File: src/rtl/sled_pkg.sv
// ----------------------------------------------------------------------------
// sled_pkg
// Shared types and constants of the string literal escape decoder.
// ----------------------------------------------------------------------------
package sled_pkg;

    // default depth of the result queue
    localparam int FIFO_DEPTH = 4;

    // character codes
    localparam logic [7:0] CH_NUL    = 8'h00;
    localparam logic [7:0] CH_0      = 8'h30;
    localparam logic [7:0] CH_7      = 8'h37;
    localparam logic [7:0] CH_9      = 8'h39;
    localparam logic [7:0] CH_BSLASH = 8'h5c;
    localparam logic [7:0] CH_QUOTE  = 8'h22;
    localparam logic [7:0] CH_APOS   = 8'h27;
    localparam logic [7:0] CH_B      = 8'h62;
    localparam logic [7:0] CH_F      = 8'h66;
    localparam logic [7:0] CH_N      = 8'h6e;
    localparam logic [7:0] CH_R      = 8'h72;
    localparam logic [7:0] CH_T      = 8'h74;
    localparam logic [7:0] CH_V      = 8'h76;

    // control codes produced by letter escapes
    localparam logic [7:0] CC_BS  = 8'd8;
    localparam logic [7:0] CC_TAB = 8'd9;
    localparam logic [7:0] CC_LF  = 8'd10;
    localparam logic [7:0] CC_VT  = 8'd11;
    localparam logic [7:0] CC_FF  = 8'd12;
    localparam logic [7:0] CC_CR  = 8'd13;

    // result kinds
    typedef enum logic [1:0] {
        KIND_DATA = 2'd0,
        KIND_END  = 2'd1,
        KIND_ERR  = 2'd2
    } kind_t;

    // decoder state
    typedef enum logic [1:0] {
        MODE_TEXT = 2'd0,
        MODE_ESC  = 2'd1,
        MODE_OCT  = 2'd2
    } mode_t;

    // one result item
    typedef struct packed {
        logic [7:0] out_byte;
        kind_t      kind;
        logic       last;
    } result_t;

    // results produced by one input item, handed to the queue
    typedef struct packed {
        logic [1:0] count;
        result_t    res0;
        result_t    res1;
    } push_t;

    function automatic result_t make_res(input logic [7:0] b, input kind_t k);
        result_t r;
        r.out_byte = b;
        r.kind     = k;
        r.last     = (k != KIND_DATA);
        return r;
    endfunction

endpackage

File: src/rtl/sled_decode.sv
// ----------------------------------------------------------------------------
// sled_decode
// Input register, escape state and single-pass decode of one byte into
// zero, one or two results.
// ----------------------------------------------------------------------------
module sled_decode (
    input  logic            aclk,
    input  logic            aresetn,
    input  logic            in_valid,
    output logic            in_ready,
    input  logic [7:0]      in_byte,
    input  logic            space_ok,
    output sled_pkg::push_t push
);

    logic                in_valid_reg;
    logic [7:0]          in_byte_reg;
    sled_pkg::mode_t     mode_reg;
    sled_pkg::mode_t     mode_next;
    logic [7:0]          acc_reg;
    logic [7:0]          acc_next;
    logic                advance;
    logic [1:0]          res_cnt;
    sled_pkg::result_t   res0;
    sled_pkg::result_t   res1;
    logic                is_digit;
    logic                is_oct;
    logic                text_hit;
    sled_pkg::result_t   text_res;

    // handshake
    assign advance  = in_valid_reg && space_ok;
    assign in_ready = !in_valid_reg || advance;

    // input register
    always_ff @(posedge aclk) begin
        if (!aresetn) begin
            in_valid_reg <= 1'b0;
        end else if (in_valid && in_ready) begin
            in_valid_reg <= 1'b1;
        end else if (advance) begin
            in_valid_reg <= 1'b0;
        end
    end

    always_ff @(posedge aclk) begin
        if (in_valid && in_ready) begin
            in_byte_reg <= in_byte;
        end
    end

    // character classes
    assign is_digit = (in_byte_reg >= sled_pkg::CH_0) && (in_byte_reg <= sled_pkg::CH_9);
    assign is_oct   = (in_byte_reg >= sled_pkg::CH_0) && (in_byte_reg <= sled_pkg::CH_7);

    // byte handled as plain text
    always_comb begin
        text_hit = 1'b1;
        if (in_byte_reg == sled_pkg::CH_QUOTE) begin
            text_res = sled_pkg::make_res(8'h00, sled_pkg::KIND_END);
        end else if (in_byte_reg == sled_pkg::CH_NUL) begin
            text_res = sled_pkg::make_res(8'h00, sled_pkg::KIND_ERR);
        end else begin
            text_res = sled_pkg::make_res(in_byte_reg, sled_pkg::KIND_DATA);
            text_hit = (in_byte_reg != sled_pkg::CH_BSLASH);
        end
    end

    // next state
    always_comb begin
        mode_next = mode_reg;
        acc_next  = acc_reg;
        unique case (mode_reg)
            sled_pkg::MODE_ESC: begin
                if (in_byte_reg == sled_pkg::CH_NUL) begin
                    mode_next = sled_pkg::MODE_TEXT;
                end else if (is_digit) begin
                    acc_next  = 8'(in_byte_reg - sled_pkg::CH_0);
                    mode_next = sled_pkg::MODE_OCT;
                end else begin
                    mode_next = sled_pkg::MODE_TEXT;
                end
            end
            sled_pkg::MODE_OCT: begin
                if (is_oct) begin
                    acc_next = {acc_reg[4:0], 3'b000} + {5'b00000, in_byte_reg[2:0]};
                end else begin
                    acc_next  = 8'h00;
                    mode_next = (in_byte_reg == sled_pkg::CH_BSLASH) ?
                                sled_pkg::MODE_ESC : sled_pkg::MODE_TEXT;
                end
            end
            default: begin
                mode_next = (in_byte_reg == sled_pkg::CH_BSLASH) ?
                            sled_pkg::MODE_ESC : sled_pkg::MODE_TEXT;
            end
        endcase
    end

    // results of the current byte
    always_comb begin
        res_cnt = 2'd0;
        res0    = sled_pkg::make_res(8'h00, sled_pkg::KIND_DATA);
        res1    = sled_pkg::make_res(8'h00, sled_pkg::KIND_DATA);
        unique case (mode_reg)
            sled_pkg::MODE_ESC: begin
                if (in_byte_reg == sled_pkg::CH_NUL) begin
                    res_cnt = 2'd1;
                    res0    = sled_pkg::make_res(8'h00, sled_pkg::KIND_ERR);
                end else if (!is_digit) begin
                    res_cnt = 2'd1;
                    unique case (in_byte_reg) inside
                        sled_pkg::CH_BSLASH, sled_pkg::CH_APOS, sled_pkg::CH_QUOTE:
                            res0 = sled_pkg::make_res(in_byte_reg, sled_pkg::KIND_DATA);
                        sled_pkg::CH_B: res0 = sled_pkg::make_res(sled_pkg::CC_BS,
                                                                  sled_pkg::KIND_DATA);
                        sled_pkg::CH_F: res0 = sled_pkg::make_res(sled_pkg::CC_FF,
                                                                  sled_pkg::KIND_DATA);
                        sled_pkg::CH_N: res0 = sled_pkg::make_res(sled_pkg::CC_LF,
                                                                  sled_pkg::KIND_DATA);
                        sled_pkg::CH_R: res0 = sled_pkg::make_res(sled_pkg::CC_CR,
                                                                  sled_pkg::KIND_DATA);
                        sled_pkg::CH_T: res0 = sled_pkg::make_res(sled_pkg::CC_TAB,
                                                                  sled_pkg::KIND_DATA);
                        sled_pkg::CH_V: res0 = sled_pkg::make_res(sled_pkg::CC_VT,
                                                                  sled_pkg::KIND_DATA);
                        default: begin
                            // unknown escape keeps its backslash
                            res_cnt = 2'd2;
                            res0    = sled_pkg::make_res(sled_pkg::CH_BSLASH,
                                                         sled_pkg::KIND_DATA);
                            res1    = sled_pkg::make_res(in_byte_reg, sled_pkg::KIND_DATA);
                        end
                    endcase
                end
            end
            sled_pkg::MODE_OCT: begin
                if (!is_oct) begin
                    // octal value first, then the byte as plain text
                    res0    = sled_pkg::make_res(acc_reg, sled_pkg::KIND_DATA);
                    res1    = text_res;
                    res_cnt = text_hit ? 2'd2 : 2'd1;
                end
            end
            default: begin
                res0    = text_res;
                res_cnt = text_hit ? 2'd1 : 2'd0;
            end
        endcase
    end

    // escape state
    always_ff @(posedge aclk) begin
        if (!aresetn) begin
            mode_reg <= sled_pkg::MODE_TEXT;
            acc_reg  <= 8'h00;
        end else if (advance) begin
            mode_reg <= mode_next;
            acc_reg  <= acc_next;
        end
    end

    // results toward the queue
    assign push.count = advance ? res_cnt : 2'd0;
    assign push.res0  = res0;
    assign push.res1  = res1;

`ifndef SYNTHESIS
    // never more than two results per byte
    a_push_count: assert property (@(posedge aclk) disable iff (!aresetn)
        push.count != 2'd3)
        else $error("sled_decode: push count out of range");

    // with two results the first is always a data byte
    a_two_first_data: assert property (@(posedge aclk) disable iff (!aresetn)
        push.count == 2'd2 |-> push.res0.kind == sled_pkg::KIND_DATA)
        else $error("sled_decode: first of two results is not data");

    // a held byte stays in the input register
    a_hold: assert property (@(posedge aclk) disable iff (!aresetn)
        in_valid_reg && !advance |=> in_valid_reg && $stable(in_byte_reg))
        else $error("sled_decode: held byte lost");

    // the escape state moves only when a byte is consumed
    a_state_hold: assert property (@(posedge aclk) disable iff (!aresetn)
        !advance && $past(aresetn) |=> $stable(mode_reg) && $stable(acc_reg))
        else $error("sled_decode: state changed without a byte");
`endif

endmodule

File: src/rtl/sled_result_fifo.sv
// ----------------------------------------------------------------------------
// sled_result_fifo
// Small result queue: takes up to two results per cycle, hands out one while out_ready is high.
// ----------------------------------------------------------------------------
module sled_result_fifo #(
    parameter int DEPTH = sled_pkg::FIFO_DEPTH
) (
    input  logic              aclk,
    input  logic              aresetn,
    input  sled_pkg::push_t   push,
    output logic              space_ok,
    output logic              out_valid,
    input  logic              out_ready,
    output sled_pkg::result_t out_res
);

    localparam int PTR_W = (DEPTH > 1) ? $clog2(DEPTH) : 1;
    localparam int CNT_W = $clog2(DEPTH + 1);

    sled_pkg::result_t  mem [DEPTH];
    logic [PTR_W-1:0]   wr_ptr_reg;
    logic [PTR_W-1:0]   wr_ptr_next;
    logic [PTR_W-1:0]   wr_ptr_p1;
    logic [PTR_W-1:0]   rd_ptr_reg;
    logic [CNT_W-1:0]   count_reg;
    logic [CNT_W-1:0]   count_next;
    logic               pop;

    function automatic logic [PTR_W-1:0] ptr_inc(input logic [PTR_W-1:0] p);
        return (p == PTR_W'(DEPTH - 1)) ? '0 : p + PTR_W'(1);
    endfunction

    // room for two results
    assign space_ok  = (count_reg <= CNT_W'(DEPTH - 2));
    assign out_valid = (count_reg != '0);
    assign out_res   = mem[rd_ptr_reg];
    assign pop       = out_valid && out_ready;

    // pointer and fill arithmetic
    assign wr_ptr_p1 = ptr_inc(wr_ptr_reg);
    always_comb begin
        wr_ptr_next = wr_ptr_reg;
        if (push.count == 2'd1) begin
            wr_ptr_next = wr_ptr_p1;
        end else if (push.count == 2'd2) begin
            wr_ptr_next = ptr_inc(wr_ptr_p1);
        end
        count_next = count_reg + CNT_W'(push.count) - CNT_W'(pop);
    end

    // storage
    always_ff @(posedge aclk) begin
        if (push.count != 2'd0) begin
            mem[wr_ptr_reg] <= push.res0;
        end
        if (push.count == 2'd2) begin
            mem[wr_ptr_p1] <= push.res1;
        end
    end

    // control
    always_ff @(posedge aclk) begin
        if (!aresetn) begin
            wr_ptr_reg <= '0;
            rd_ptr_reg <= '0;
            count_reg  <= '0;
        end else begin
            wr_ptr_reg <= wr_ptr_next;
            count_reg  <= count_next;
            if (pop) begin
                rd_ptr_reg <= ptr_inc(rd_ptr_reg);
            end
        end
    end

`ifndef SYNTHESIS
    // results arrive only when there was room for two
    a_no_overflow: assert property (@(posedge aclk) disable iff (!aresetn)
        push.count != 2'd0 |-> space_ok)
        else $error("sled_result_fifo: push without room");

    // fill never passes the depth
    a_count_max: assert property (@(posedge aclk) disable iff (!aresetn)
        count_reg <= CNT_W'(DEPTH))
        else $error("sled_result_fifo: fill beyond depth");

    // a pop with no push drops the fill by one
    a_pop_only: assert property (@(posedge aclk) disable iff (!aresetn)
        pop && push.count == 2'd0 && aresetn |=> count_reg == $past(count_reg) - CNT_W'(1))
        else $error("sled_result_fifo: fill not decremented");
`endif

endmodule

File: src/rtl/string_literal_escape_decoder_top.sv
// path: input register, then the result queue once it has room for two results
// throughput: one byte per cycle while there is room; two results leave in turn
// the four-entry result queue takes bytes while earlier results still wait
// reset: synchronous, active low; clears the escape state and the queue
// ----------------------------------------------------------------------------
// string_literal_escape_decoder_top
// Decodes the bytes of a quoted string body into data, end and error items.
// ----------------------------------------------------------------------------
module string_literal_escape_decoder_top #(
    parameter int FIFO_DEPTH = sled_pkg::FIFO_DEPTH
) (
    input  logic       aclk,
    input  logic       aresetn,
    input  logic       s_valid,
    output logic       s_ready,
    input  logic [7:0] s_in_byte,
    output logic       m_valid,
    input  logic       m_ready,
    output logic [7:0] m_out_byte,
    output logic [1:0] m_kind,
    output logic       m_last
);

    sled_pkg::push_t   push;
    sled_pkg::result_t out_res;
    logic              space_ok;

    // decode stage
    sled_decode u_decode (
        .aclk     (aclk),
        .aresetn  (aresetn),
        .in_valid (s_valid),
        .in_ready (s_ready),
        .in_byte  (s_in_byte),
        .space_ok (space_ok),
        .push     (push)
    );

    // result queue
    sled_result_fifo #(
        .DEPTH (FIFO_DEPTH)
    ) u_fifo (
        .aclk      (aclk),
        .aresetn   (aresetn),
        .push      (push),
        .space_ok  (space_ok),
        .out_valid (m_valid),
        .out_ready (m_ready),
        .out_res   (out_res)
    );

    // result item fields
    assign m_out_byte = out_res.out_byte;
    assign m_kind     = 2'(out_res.kind);
    assign m_last     = out_res.last;

endmodule

File: config.mk
export PLATFORM = sky130hd
export DESIGN_NAME = string_literal_escape_decoder_top
export DESIGN_NICKNAME = d
export VERILOG_FILES = /design/src/rtl/sled_pkg.sv /design/src/rtl/sled_decode.sv /design/src/rtl/sled_result_fifo.sv /design/src/rtl/string_literal_escape_decoder_top.sv
export SDC_FILE = /design/constraint.sdc
export NUM_CORES = 1
export LEC_CHECK = 0
export BUFFER_PORTS_ARGS = -buffer_cell sky130_fd_sc_hd__buf_2
export CORE_MARGIN = 2
export CORE_UTILIZATION = 60
export CTS_CLUSTER_SIZE = 10
export DETAILED_ROUTE_END_ITERATION = 16
export PLACE_DENSITY = 0.84
export SLEW_MARGIN = 40
export SYNTH_ARGS = -nofsm -noshare
export SYNTH_HDL_FRONTEND = slang
export SYNTH_SLANG_ARGS = --single-unit
File: constraint.sdc
create_clock -name aclk -period 6.27 [get_ports aclk]
set_input_delay 1.254 -clock aclk [delete_from_list [all_inputs] [get_ports aclk]]
set_output_delay 1.254 -clock aclk [all_outputs]
set_load 0.05 [all_outputs]
# Yosys cells after proc, flatten, opt, wreduce, memory -nomap -nowiden
# Memory sizes are Yosys's and may differ from the RTL's. A register that Yosys moved wholly into a read port is not among the register bits.
# Cells that the tools add are included.
[word_totals]
register_bits = 26
latch_bits = 0
ram_bits = 44
rom_bits = 0
out_inout_bits = 13
word_cells = 100
n_memories = 1
[mem_list]
columns = ["memory", "depth", "word_bits", "read_ports", "rd_clocked_by_memory_dff", "write_ports", "line_no", "rtl"]
rows = [
  ["u_fifo.mem", 4, 11, 1, 1, 2, "sled_result_fifo.sv:20", "sled_pkg::result_t mem [DEPTH];"],
]
[classes]
n_addsub = 7
multipliers = 0
n_div = 0
order_cmp = 4
eq_ne = 20
shift = 0
n_mux = 44
n_bitwise = 0
reduce_logical = 17
[ops]
columns = ["op", "n"]
rows = [
  ["$mux 11", 9],
  ["$pmux 11 s7", 1],
  ["$eq 8x7->1 const B", 7],
  ["$pmux 11 s2", 2],
  ["$mux 2", 16],
  ["$mux 8", 3],
  ["$eq 8x6->1 const B", 2],
  ["$le 8x6->1 const B", 2],
  ["$pmux 8 s2", 1],
  ["$eq 2x2->1 const B", 5],
  ["$mux 1", 10],
  ["$reduce_or 9->1", 1],
  ["$add 8x3->8", 1],
  ["$ge 8x6->1 const B", 1],
  ["$logic_not 8->1", 1],
  ["$ne 8x7->1 const B", 1],
  ["$pmux 2 s2", 2],
  ["$reduce_bool 2->1", 4],
  ["$sub 8x6->8 const B", 1],
  ["$add 2x1->2 const B", 3],
  ["$logic_and 1x1->1", 5],
  ["$eq 2x1->1 const B", 2],
  ["$ne 2x2->1 const B", 2],
  ["$reduce_and 4->1", 1],
  ["9 further kinds", 9],
]

# Longest topological paths before layout
# Gate-level depths: netlist of run 1.
[logic_depth]
ltp_word = 10
mapped_depth = 14
ltp_nobuf = 14

# By module
# A second synthesis of run 1 with hierarchy kept.
[hier_totals]
cells_unflattened = 364
area_unflattened_um2 = 4384.2
[modules_own_cells]
columns = ["mod", "instances", "cells_per_inst", "area_each_um2", "seq_area_each_um2"]
rows = [
  ["sled_result_fifo", 1, 177, 2879.0, 1501.4],
  ["sled_decode", 1, 187, 1505.2, 460.4],
]

# Least setup slack after synthesis of run 1
# Ideal clock, no wire load.
[synth_timing]
path_kind = "reg-to-reg"
startpoint = "register u_decode.in_byte_reg[4]"
endpoint = "memory u_fifo.mem[2][0] in the netlist's numbering, enable pin"
setup_ns = 0.405
arrival_ns = 3.211
path_slack_ns = 2.654
stages_incl_launch_ff = 12
synth_period_minus_slack_ns = 3.616
path_cell_list = "edfxtp_1 > ha_1 > nand4b_4 > or4_1 > nand4_1 > a21oi_1 > a211o_1 > ha_1 > clkbuf_1 > nand2_1 > clkbuf_1 > o21ai_0"
[synth_lines]
columns = ["item", "line_no", "rtl"]
rows = [
  ["start, declared", "sled_decode.sv:17", "logic [7:0] in_byte_reg;"],
  ["start signal, assigned", "sled_decode.sv:48", "in_byte_reg <= in_byte;"],
  ["end, declared", "sled_result_fifo.sv:20", ""],
]

==> impl_metrics.ini, run 1 <==
[run_status]
status = completed

[timing]
hold_slack_ns = 0.498
rsz0062_at_grt = no
finalCritPeriodShare_pct = 58.1
period_needed_ns = 3.64
relSlewSlack_pct = 50.4
setup_viol = 0
final_hold_viol_count = 0
fin_setup_tns_ns = 0
worst_slack_ns = 2.63
fmax_mhz = 275
worst_slew_pin_slew_ns = 0.744
fin_skew_ns = 0.00837
finalMaxSlewViolations = 0

[floorplan]
die_h_um = 87.3
die_x_um = 87.3
die-area_sq_um = 7630
rows = 30
core_region_area_sq_um = 6760
pin_count = 25
initial_core_util_pct = 61.7

[layout]
syn2layout_area_growth_pct = 7.78
fin_util_pct = 66.5
final_cells = 476
diodes = 0
final_common_cell = edfxtp_1
design_area_sq_um = 4490
largest_reg_flops = 44
drive_above_1_share_pct = 17.9
fin_nets = 424
layout_common_cells = 52 x edfxtp_1, 38 x nand2_1, 24 x buf_2

[cts]
numCtsBuffers = 9
postCtsSetupBuffers = 0
cts_tree = built
cts-htree-levels = 3
cts-root-buf = clkbuf_8
clock_latency_ns = 0.35
hold_buffers = 0
clock_sinks = 72
cts_resized = 0
cts_buffer_depth = 2
clkTransAtPathRegs_ns = 0.08

[worst_setup_path]
critPathKind = reg -> reg
end_kind = flop
worst-path-max-fanout = 16
critPathSlowestCell = edfxtp_1
arrival_ns = 3.74
start_kind = flop
crit_chain = ha_1, nand4b_4, or4_1, nand4_1, a21oi_1, a211o_1, ha_1, nand2_1, o21ai_0, buf_4
rrSetupSlack_ns = 2.63
crit_top_cell = ha_1
required_ns = 6.37
r2r_cells = 10
crit_path_max_incr_delay_ns = 0.52

[yosys]
async_reset_ff_share_pct = 0
synth-edff-count = 52
ys.warnings.count = 0
avgSynthCellArea_sq_um = 11.3
synth_flop_cell = edfxtp_1
synth_nets = 403
syn_inst = 370
synth_cell_type_count = 62
seq_area_frac_synth_pct = 47.1
netlist_area_sq_um = 4170
synth_seq_cells = 72

[drt]
wl_mm = 8.63
drt_iter0_drc = 251
antenna_left = 0
vias = 2996
viasPerCell = 6.29
dr.pass1.iters = 5
wl_per_cell_um = 18.1
drc = 0

[placed_design]
hpwlAfterDp_mm = 6.42
routabilityCongestion = 0.953
port_buffers = 24
detailedPlace.worstSlack_ns = 2.70
dp_cells = 460
place_area_sq_um = 4320

[global_routing]
grt_max_degree = 19
grt_antenna_before_repair = 0
grt.overflow.total = 0
grtUsageTotal_pct = 24.0
grt_pass1_wl_mm = 13.7
grt_pass1_vias = 2731

[hold_path]
hp-class = reg -> reg
hold_depth = 2

[pwr]
p_leak_nw = 1.82
totalPowerFinal_mw = 1.23
ir_drop_uv = 141
power_density_nw_per_um2 = 275

[flow_run]
max-cap-violations = 0
cells by family (layout without fill, tap and decap cells):
group	Yosys count	count (layout)	share of synthesized area [%]
buffers and inverters	41	67	4.50
AOI/OAI and AO/OA	91	91	15.7
DFF	72	72	47.1
xor gates and xnor gates	6	6	1.26
and+or+nand+nor	108	108	14.2
muxes	31	31	10.7
adders and majority gates	21	21	6.48
cell usage after synthesis, types with 7 or more instances:
| cell type | instances | area share [%] |
|---|---|---|
| inv_1 | 20 | 1.8 |
| and2_1 | 7 | 1.1 |
| nor2_1 | 11 | 0.99 |
| a211oi_1 | 8 | 1.4 |
| o21ai_0 | 20 | 2.4 |
| mux2i_1 | 20 | 4.8 |
| ha_1 | 20 | 6.0 |
| dfxtp_1 | 20 | 9.6 |
| a21oi_1 | 20 | 2.4 |
| nand3_1 | 18 | 2.2 |
| nand2_1 | 38 | 3.4 |
| clkbuf_1 | 11 | 0.99 |
| mux4_2 | 11 | 5.9 |
| edfxtp_1 | 52 | 37 |
critical path: cells and delay by family, from the launching register on:
kind | cells | cell delay, ns
DFF | 1 | 0.52
buffers and inverters | 1 | 0.24
adders and majority gates | 2 | 0.67
AOI/OAI and AO/OA | 3 | 0.65
and+or+nand+nor | 4 | 1.30
metal layers:
layer	vias to the layer above	global-route usage (%)	routed length [um]
met5	-	0	0
met4	0	9.37	140
met3	13	3.98	569
met2	137	38.7	4110
met1	1421	32.6	3810
li1	1425	-	-
area by class of cell:
cell class | instances | area (sq um)
Clock buffer | 10 | 128
Clock inverter | 6 | 36.3
Fill cell | 508 | 2260
Inverter | 22 | 82.6
Multi-Input combinational cell | 257 | 2030
Sequential cell | 72 | 1960
Tap cell | 80 | 100
Timing Repair Buffer | 29 | 158
power by group:
group	switching, mW	leakage, nW	internal, mW
sequential	0.0464	0.635	0.549
clock	0.175	0.0757	0.141
combinational	0.201	1.11	0.122
total	0.423	1.82	0.812
final timing paths:
path                         end                     from
min          u_decode.acc_reg[2]      u_decode.acc_reg[2]
max             u_fifo.mem[3][0]  u_decode.in_byte_reg[4]
max reg2reg     u_fifo.mem[3][0]  u_decode.in_byte_reg[4]
min reg2reg  u_decode.acc_reg[2]      u_decode.acc_reg[2]
(Power assumes the default switching activity.)
==> inputs of run 2 (changes only) <==
- ABC_AREA: not set -> 1
- clock period: 6.27 -> 3.6 ns (I/O delays scaled with it)
==> run 2 against run 1 <==
Clock skew about the same. Synthesized area up 3.8%. Critical path depth up 4. Sequential share of layout area down 2.6 points. Core utilization up 3.0 points. Register-to-register slack worse by 2.4 ns. Largest cell class unchanged. Cell area up 6.3%. Hold slack worse by 0.020 ns. Non-clock buffer count up 5.
==> impl_metrics.ini, run 2 <==
[run_status]
status = completed

[drt]
dr.pass1.iters = 5
viasPerCell = 5.75
vias = 3734
wl_per_cell_um = 16.1
antenna_left = 0
wl_mm = 10.5
drc = 0
drt_iter0_drc = 420

[timing]
setup_viol = 0
rsz0062_at_grt = no
finalMaxSlewViolations = 0
fmax_mhz = 301
final_hold_viol_count = 0
fin_setup_tns_ns = 0
fin_skew_ns = 0.00838
period_needed_ns = 3.33
hold_slack_ns = 0.478
relSlewSlack_pct = 50.6
finalCritPeriodShare_pct = 92.4
worst_slew_pin_slew_ns = 0.734

[worst_setup_path]
required_ns = 3.69
worst-path-max-fanout = 11
end_kind = flop
critPathKind = reg -> reg
arrival_ns = 3.42
r2r_cells = 14
start_kind = flop

[yosys]
synth_seq_cells = 72
synth.area.top_cells = edfxtp_1 36%, nand2_1 11%, dfxtp_1 9.3%, o21ai_0 6.4%, ha_1 5.8%
syn_inst = 522
synth-edff-count = 52
avgSynthCellArea_sq_um = 8.28
synth_cell_type_count = 39
synth_top_cell_area_share_pct = 36.1
yosysMostFrequentCell = nand2_1
synth_nets = 555
synth_common_cells = 124 x nand2_1, 55 x o21ai_0, 52 x edfxtp_1
yosysTopAreaCell = edfxtp_1
synth_flop_cell = edfxtp_1
async_reset_ff_share_pct = 0
ys.warnings.count = 0
seq_area_frac_synth_pct = 45.4
netlist_area_sq_um = 4320

[floorplan]
die-area_sq_um = 7900
initial_core_util_pct = 63.0
rows = 30
die_h_um = 88.9
die_x_um = 88.9
pin_count = 25
core_region_area_sq_um = 6870

[global_routing]
grt.overflow.total = 0
grt_pass1_wl_mm = 16.8
grt_max_degree = 29
grt_pass1_vias = 3513
grtUsageTotal_pct = 28.3
grt_antenna_before_repair = 0

[layout]
layout_common_cells = 124 x nand2_1, 55 x o21ai_0, 52 x edfxtp_1, 48 x inv_1, 47 x nor2_1
largest_reg_flops = 44
syn2layout_area_growth_pct = 10.4
fillers = 563
drive_above_1_share_pct = 15.4
diodes = 0
fin_nets = 581
final_common_cell = nand2_1

[cts]
cts-root-buf = clkbuf_8
postCtsSetupBuffers = 0
clock_latency_ns = 0.36
cts-htree-levels = 3
numCtsBuffers = 9
clkTransAtPathRegs_ns = 0.08
cts_tree = built
cts_resized = 0
clock_sinks = 72
cts_buffer_depth = 2
hold_buffers = 0

[placed_design]
hpwlAfterDp_mm = 7.63
routabilityCongestion = 1.04
port_buffers = 24

[pwr]
ir_drop_uv = 279
p_leak_nw = 2.01
power_density_nw_per_um2 = 546

[flow_run]
max-cap-violations = 0

[hold_path]
hp-class = reg -> reg
hold_depth = 2
-- run 2: cell count changes in the layout (fill, tap and decap cells not counted), moves of 16 or more --
cell,before,now
nand2_1,38,124
nor2_1,11,47
o21ai_0,20,55
inv_1,20,48
mux2i_1,20,0
nand4_1,2,18
-- run 2: cell families (layout without fill, tap and decap cells) --
kind of cell / Yosys count / after routing / share of synthesized area (%)
buffers and inverters: 77 / 108 / 7.41
flip-flops: 72 / 72 / 45.4
AND/OR/NAND/NOR: 247 / 247 / 27.3
AO/OA/AOI/OAI: 103 / 103 / 13.3
adder cells (fa/ha/maj): 21 / 21 / 6.25
XOR/XNOR: 2 / 2 / 0.405
-- run 2: final timing paths --
check | start | to | slack (ns)
max | u_decode.in_byte_reg[4] | u_fifo.mem[1][0] | 0.27
min | u_decode.acc_reg[6] | u_decode.acc_reg[6] | 0.48
max reg2reg | u_decode.in_byte_reg[4] | u_fifo.mem[1][0] | 0.27
min reg2reg | u_decode.acc_reg[6] | u_decode.acc_reg[6] | 0.48
-- run 2: per-stage QoR --
step	util, %	total power [mW]	area, sq um	instances	worst slack, ns
5_1_grt	69.5	2.72	4770	649	0.0794
3_3_place_gp	66.2	1.87	4550	633	0.542
4_1_cts	69.4	2.61	4770	649	0.340
6_report	69.5	2.61	4770	649	0.273
3_5_place_dp	66.2	1.90	4550	633	0.414
2_1_floorplan	-	1.70	4320	522	0.412
-- run 2: area by class of cell --
cell class | count | area (sq um) | share of cell area, %
clock buffers | 9 | 124 | 2.60
clock inverters | 7 | 95.1 | 1.99
inverters | 58 | 231 | 4.85
multi-input cells | 373 | 2050 | 42.9
flip-flops and latches | 72 | 1960 | 41.1
well taps | 96 | 120 | 2.52
repair buffers | 34 | 195 | 4.09
-- run 2: where the power goes --
group	switching, mW	internal, mW	total, mW
logic	0.634	0.222	0.856
clock network	0.331	0.391	0.722
registers	0.0613	0.969	1.03
total	1.03	1.58	2.61
-- run 2: routing by layer --
| metal | track usage, % | vias to the layer above | part of all wire, % |
|---|---|---|---|
| met3 | 4.43 | 25 | 7.9 |
| met2 | 48.2 | 198 | 49 |
| met5 | 0 | - | 0 |
| met1 | 35.7 | 1692 | 40 |
| met4 | 12.3 | 0 | 2.5 |
| li1 | - | 1819 | - |
-- run 2: worst max-delay path: stages, from the launching register on --
cell and delay, ns:
edfxtp_1 0.57, inv_1 0.18, ha_1 0.17, nand3_1 0.15
nor2_4 0.28, nand2_1 0.13, nand2_1 0.13, a31oi_1 0.06
a21oi_1 0.24, inv_1 0.10, ha_1 0.26, nand2_1 0.15
clkinv_1 0.33, nand2_1 0.19, o21ai_0 0.12
==> inputs of run 3 (changes only) <==
- BUFFER_PORTS_ARGS: -buffer_cell sky130_fd_sc_hd__buf_2 -> -buffer_cell sky130_fd_sc_hd__buf_4
- CTS_CLUSTER_SIZE: 10 -> 20
==> run 3 against run 2 <==
Via count shrank 0.54%. Hold slack is essentially flat. Flip-flop and latch count is the same. Clock-buffer cell count grew 3. Clock power shrank 6.6%. Critical path type unchanged. Highest routed layer unchanged.
==> impl_metrics.ini, run 3 (synthesis results as in run 2) <==
[run_status]
status = completed

[global_routing]
grt_antenna_before_repair = 0
grt_max_degree = 29
grt_pass1_wl_mm = 17.3
grt_pass1_vias = 3592
grt.overflow.total = 0
grtUsageTotal_pct = 29.1

[worst_setup_path]
crit_chain = ha_1, nand2_1, nor2_1, nand3_1, nand2_1, nor2_4, nand2_1, nand2_1, a21oi_1, inv_1, ha_1, nand2_1, clkinv_1, nand4_1, nand2_1
critPathSlowestCell = edfxtp_1
worst-path-max-fanout = 11
start_kind = flop
path_delay_family = simple AND/OR/NAND/NOR gates
arrival_ns = 3.39
required_ns = 3.71
end_kind = flop
crit_start = u_decode.in_byte_reg[4]
critPathKind = reg -> reg
timing.rr.start = u_decode.in_byte_reg[4]
crit_top_cell = nand2_1
crit_path_max_incr_delay_ns = 0.59
crit_buf_inv = 2

[layout]
regArea_sq_um = 1960
final_common_cell = nand2_1
syn2layout_area_growth_pct = 11.4
largest_reg_flops = 44
drive_above_1_share_pct = 15.0
multiInputGateArea_sq_um = 2040
layout_common_cells = 124 x nand2_1, 55 x o21ai_0, 52 x edfxtp_1, 48 x inv_1, 47 x nor2_1
fillers = 545
diodes = 0
fin_nets = 581
design_area_sq_um = 4820

[cts]
numCtsBuffers = 9
cts_resized = 0
hold_buffers = 0
clock_latency_ns = 0.36
clkTransAtPathRegs_ns = 0.08
cts_tree = built
cts-root-buf = clkbuf_8
clock_sinks = 72
cts_buffer_depth = 2
postCtsSetupBuffers = 0
cts-htree-levels = 3

[floorplan]
initial_core_util_pct = 63.0
die_x_um = 88.9
pin_count = 25
core_region_area_sq_um = 6870
die-area_sq_um = 7900
die_h_um = 88.9
rows = 30

[timing]
setup_viol = 0
period_needed_ns = 3.28
finalMaxSlewViolations = 0
finalCritPeriodShare_pct = 91.2
final_hold_viol_count = 0
fmax_mhz = 305
fin_setup_tns_ns = 0
fin_skew_ns = 0.00980
rsz0062_at_grt = no
worst_slew_pin_slew_ns = 0.727
relSlewSlack_pct = 51.6

[placed_design]
port_buffers = 24
routabilityCongestion = 1.01
hpwlAfterDp_mm = 7.50
place_area_sq_um = 4610

[pwr]
power_density_nw_per_um2 = 542
ir_drop_uv = 290
p_leak_nw = 2.02

[drt]
drt_iter0_drc = 307
antenna_left = 0
dr.pass1.iters = 5
wl_per_cell_um = 16.1
drc = 0
vias = 3714
wl_mm = 10.5
viasPerCell = 5.72

[hold_path]
hp-class = reg -> reg
hold_start = u_decode.acc_reg[6]

[flow_run]
max-cap-violations = 0
[run 3: worst paths after layout]
path                                       endpoint  slack (ns)  depth (start not counted)
worst max register to register     u_fifo.mem[0][4]        0.32                         15
worst max-delay path               u_fifo.mem[0][4]        0.32                         15
worst min register to register  u_decode.acc_reg[6]        0.48                          2
worst min-delay path            u_decode.acc_reg[6]        0.48                          2
[run 3: through the flow]
stage / instances / hold slack [ns] / total power [mW] / setup WS, ns / util [%]
floorplan: 522 / 0.430 / 1.70 / 0.412 / -
global placement: 633 / 0.452 / 1.93 / 0.556 / 67.1
detailed placement: 633 / 0.461 / 1.96 / 0.413 / 67.1
CTS: 649 / 0.472 / 2.62 / 0.378 / 70.1
global route: 649 / 0.497 / 2.73 / 0.0278 / 70.1
finish: 649 / 0.478 / 2.61 / 0.317 / 70.1
[run 3: layer usage]
layer  share of wire (%)  GRT usage (%)
met5                   0              0
met4                 3.2           15.2
met3                 7.9           4.43
met2                  47           47.9
met1                  41           37.4
[run 3: area by class of cell]
class / count / share of cell area (%)
Inverter: 58 / 4.80
Timing Repair Buffer: 34 / 5.30
Clock inverter: 4 / 1.09
Sequential cell: 72 / 40.7
Tap cell: 96 / 2.49
Clock buffer: 12 / 3.22
Multi-Input combinational cell: 373 / 42.4
[run 3: report_power, final]
part	total [mW]	internal [mW]	leakage (nW)	switching (mW)
registers	1.03	0.969	0.636	0.0622
logic	0.907	0.274	1.29	0.634
clock network	0.674	0.358	0.0948	0.316
[run 3: worst reg2reg max path: stages, from the launching register on]
cell and delay (ns):
edfxtp_1 0.59, ha_1 0.26, nand2_1 0.08, nor2_1 0.19, nand3_1 0.13, nand2_1 0.13
nor2_4 0.05, nand2_1 0.11, nand2_1 0.07, a21oi_1 0.27, inv_1 0.11, ha_1 0.25
nand2_1 0.22, clkinv_1 0.30, nand4_1 0.20, nand2_1 0.08
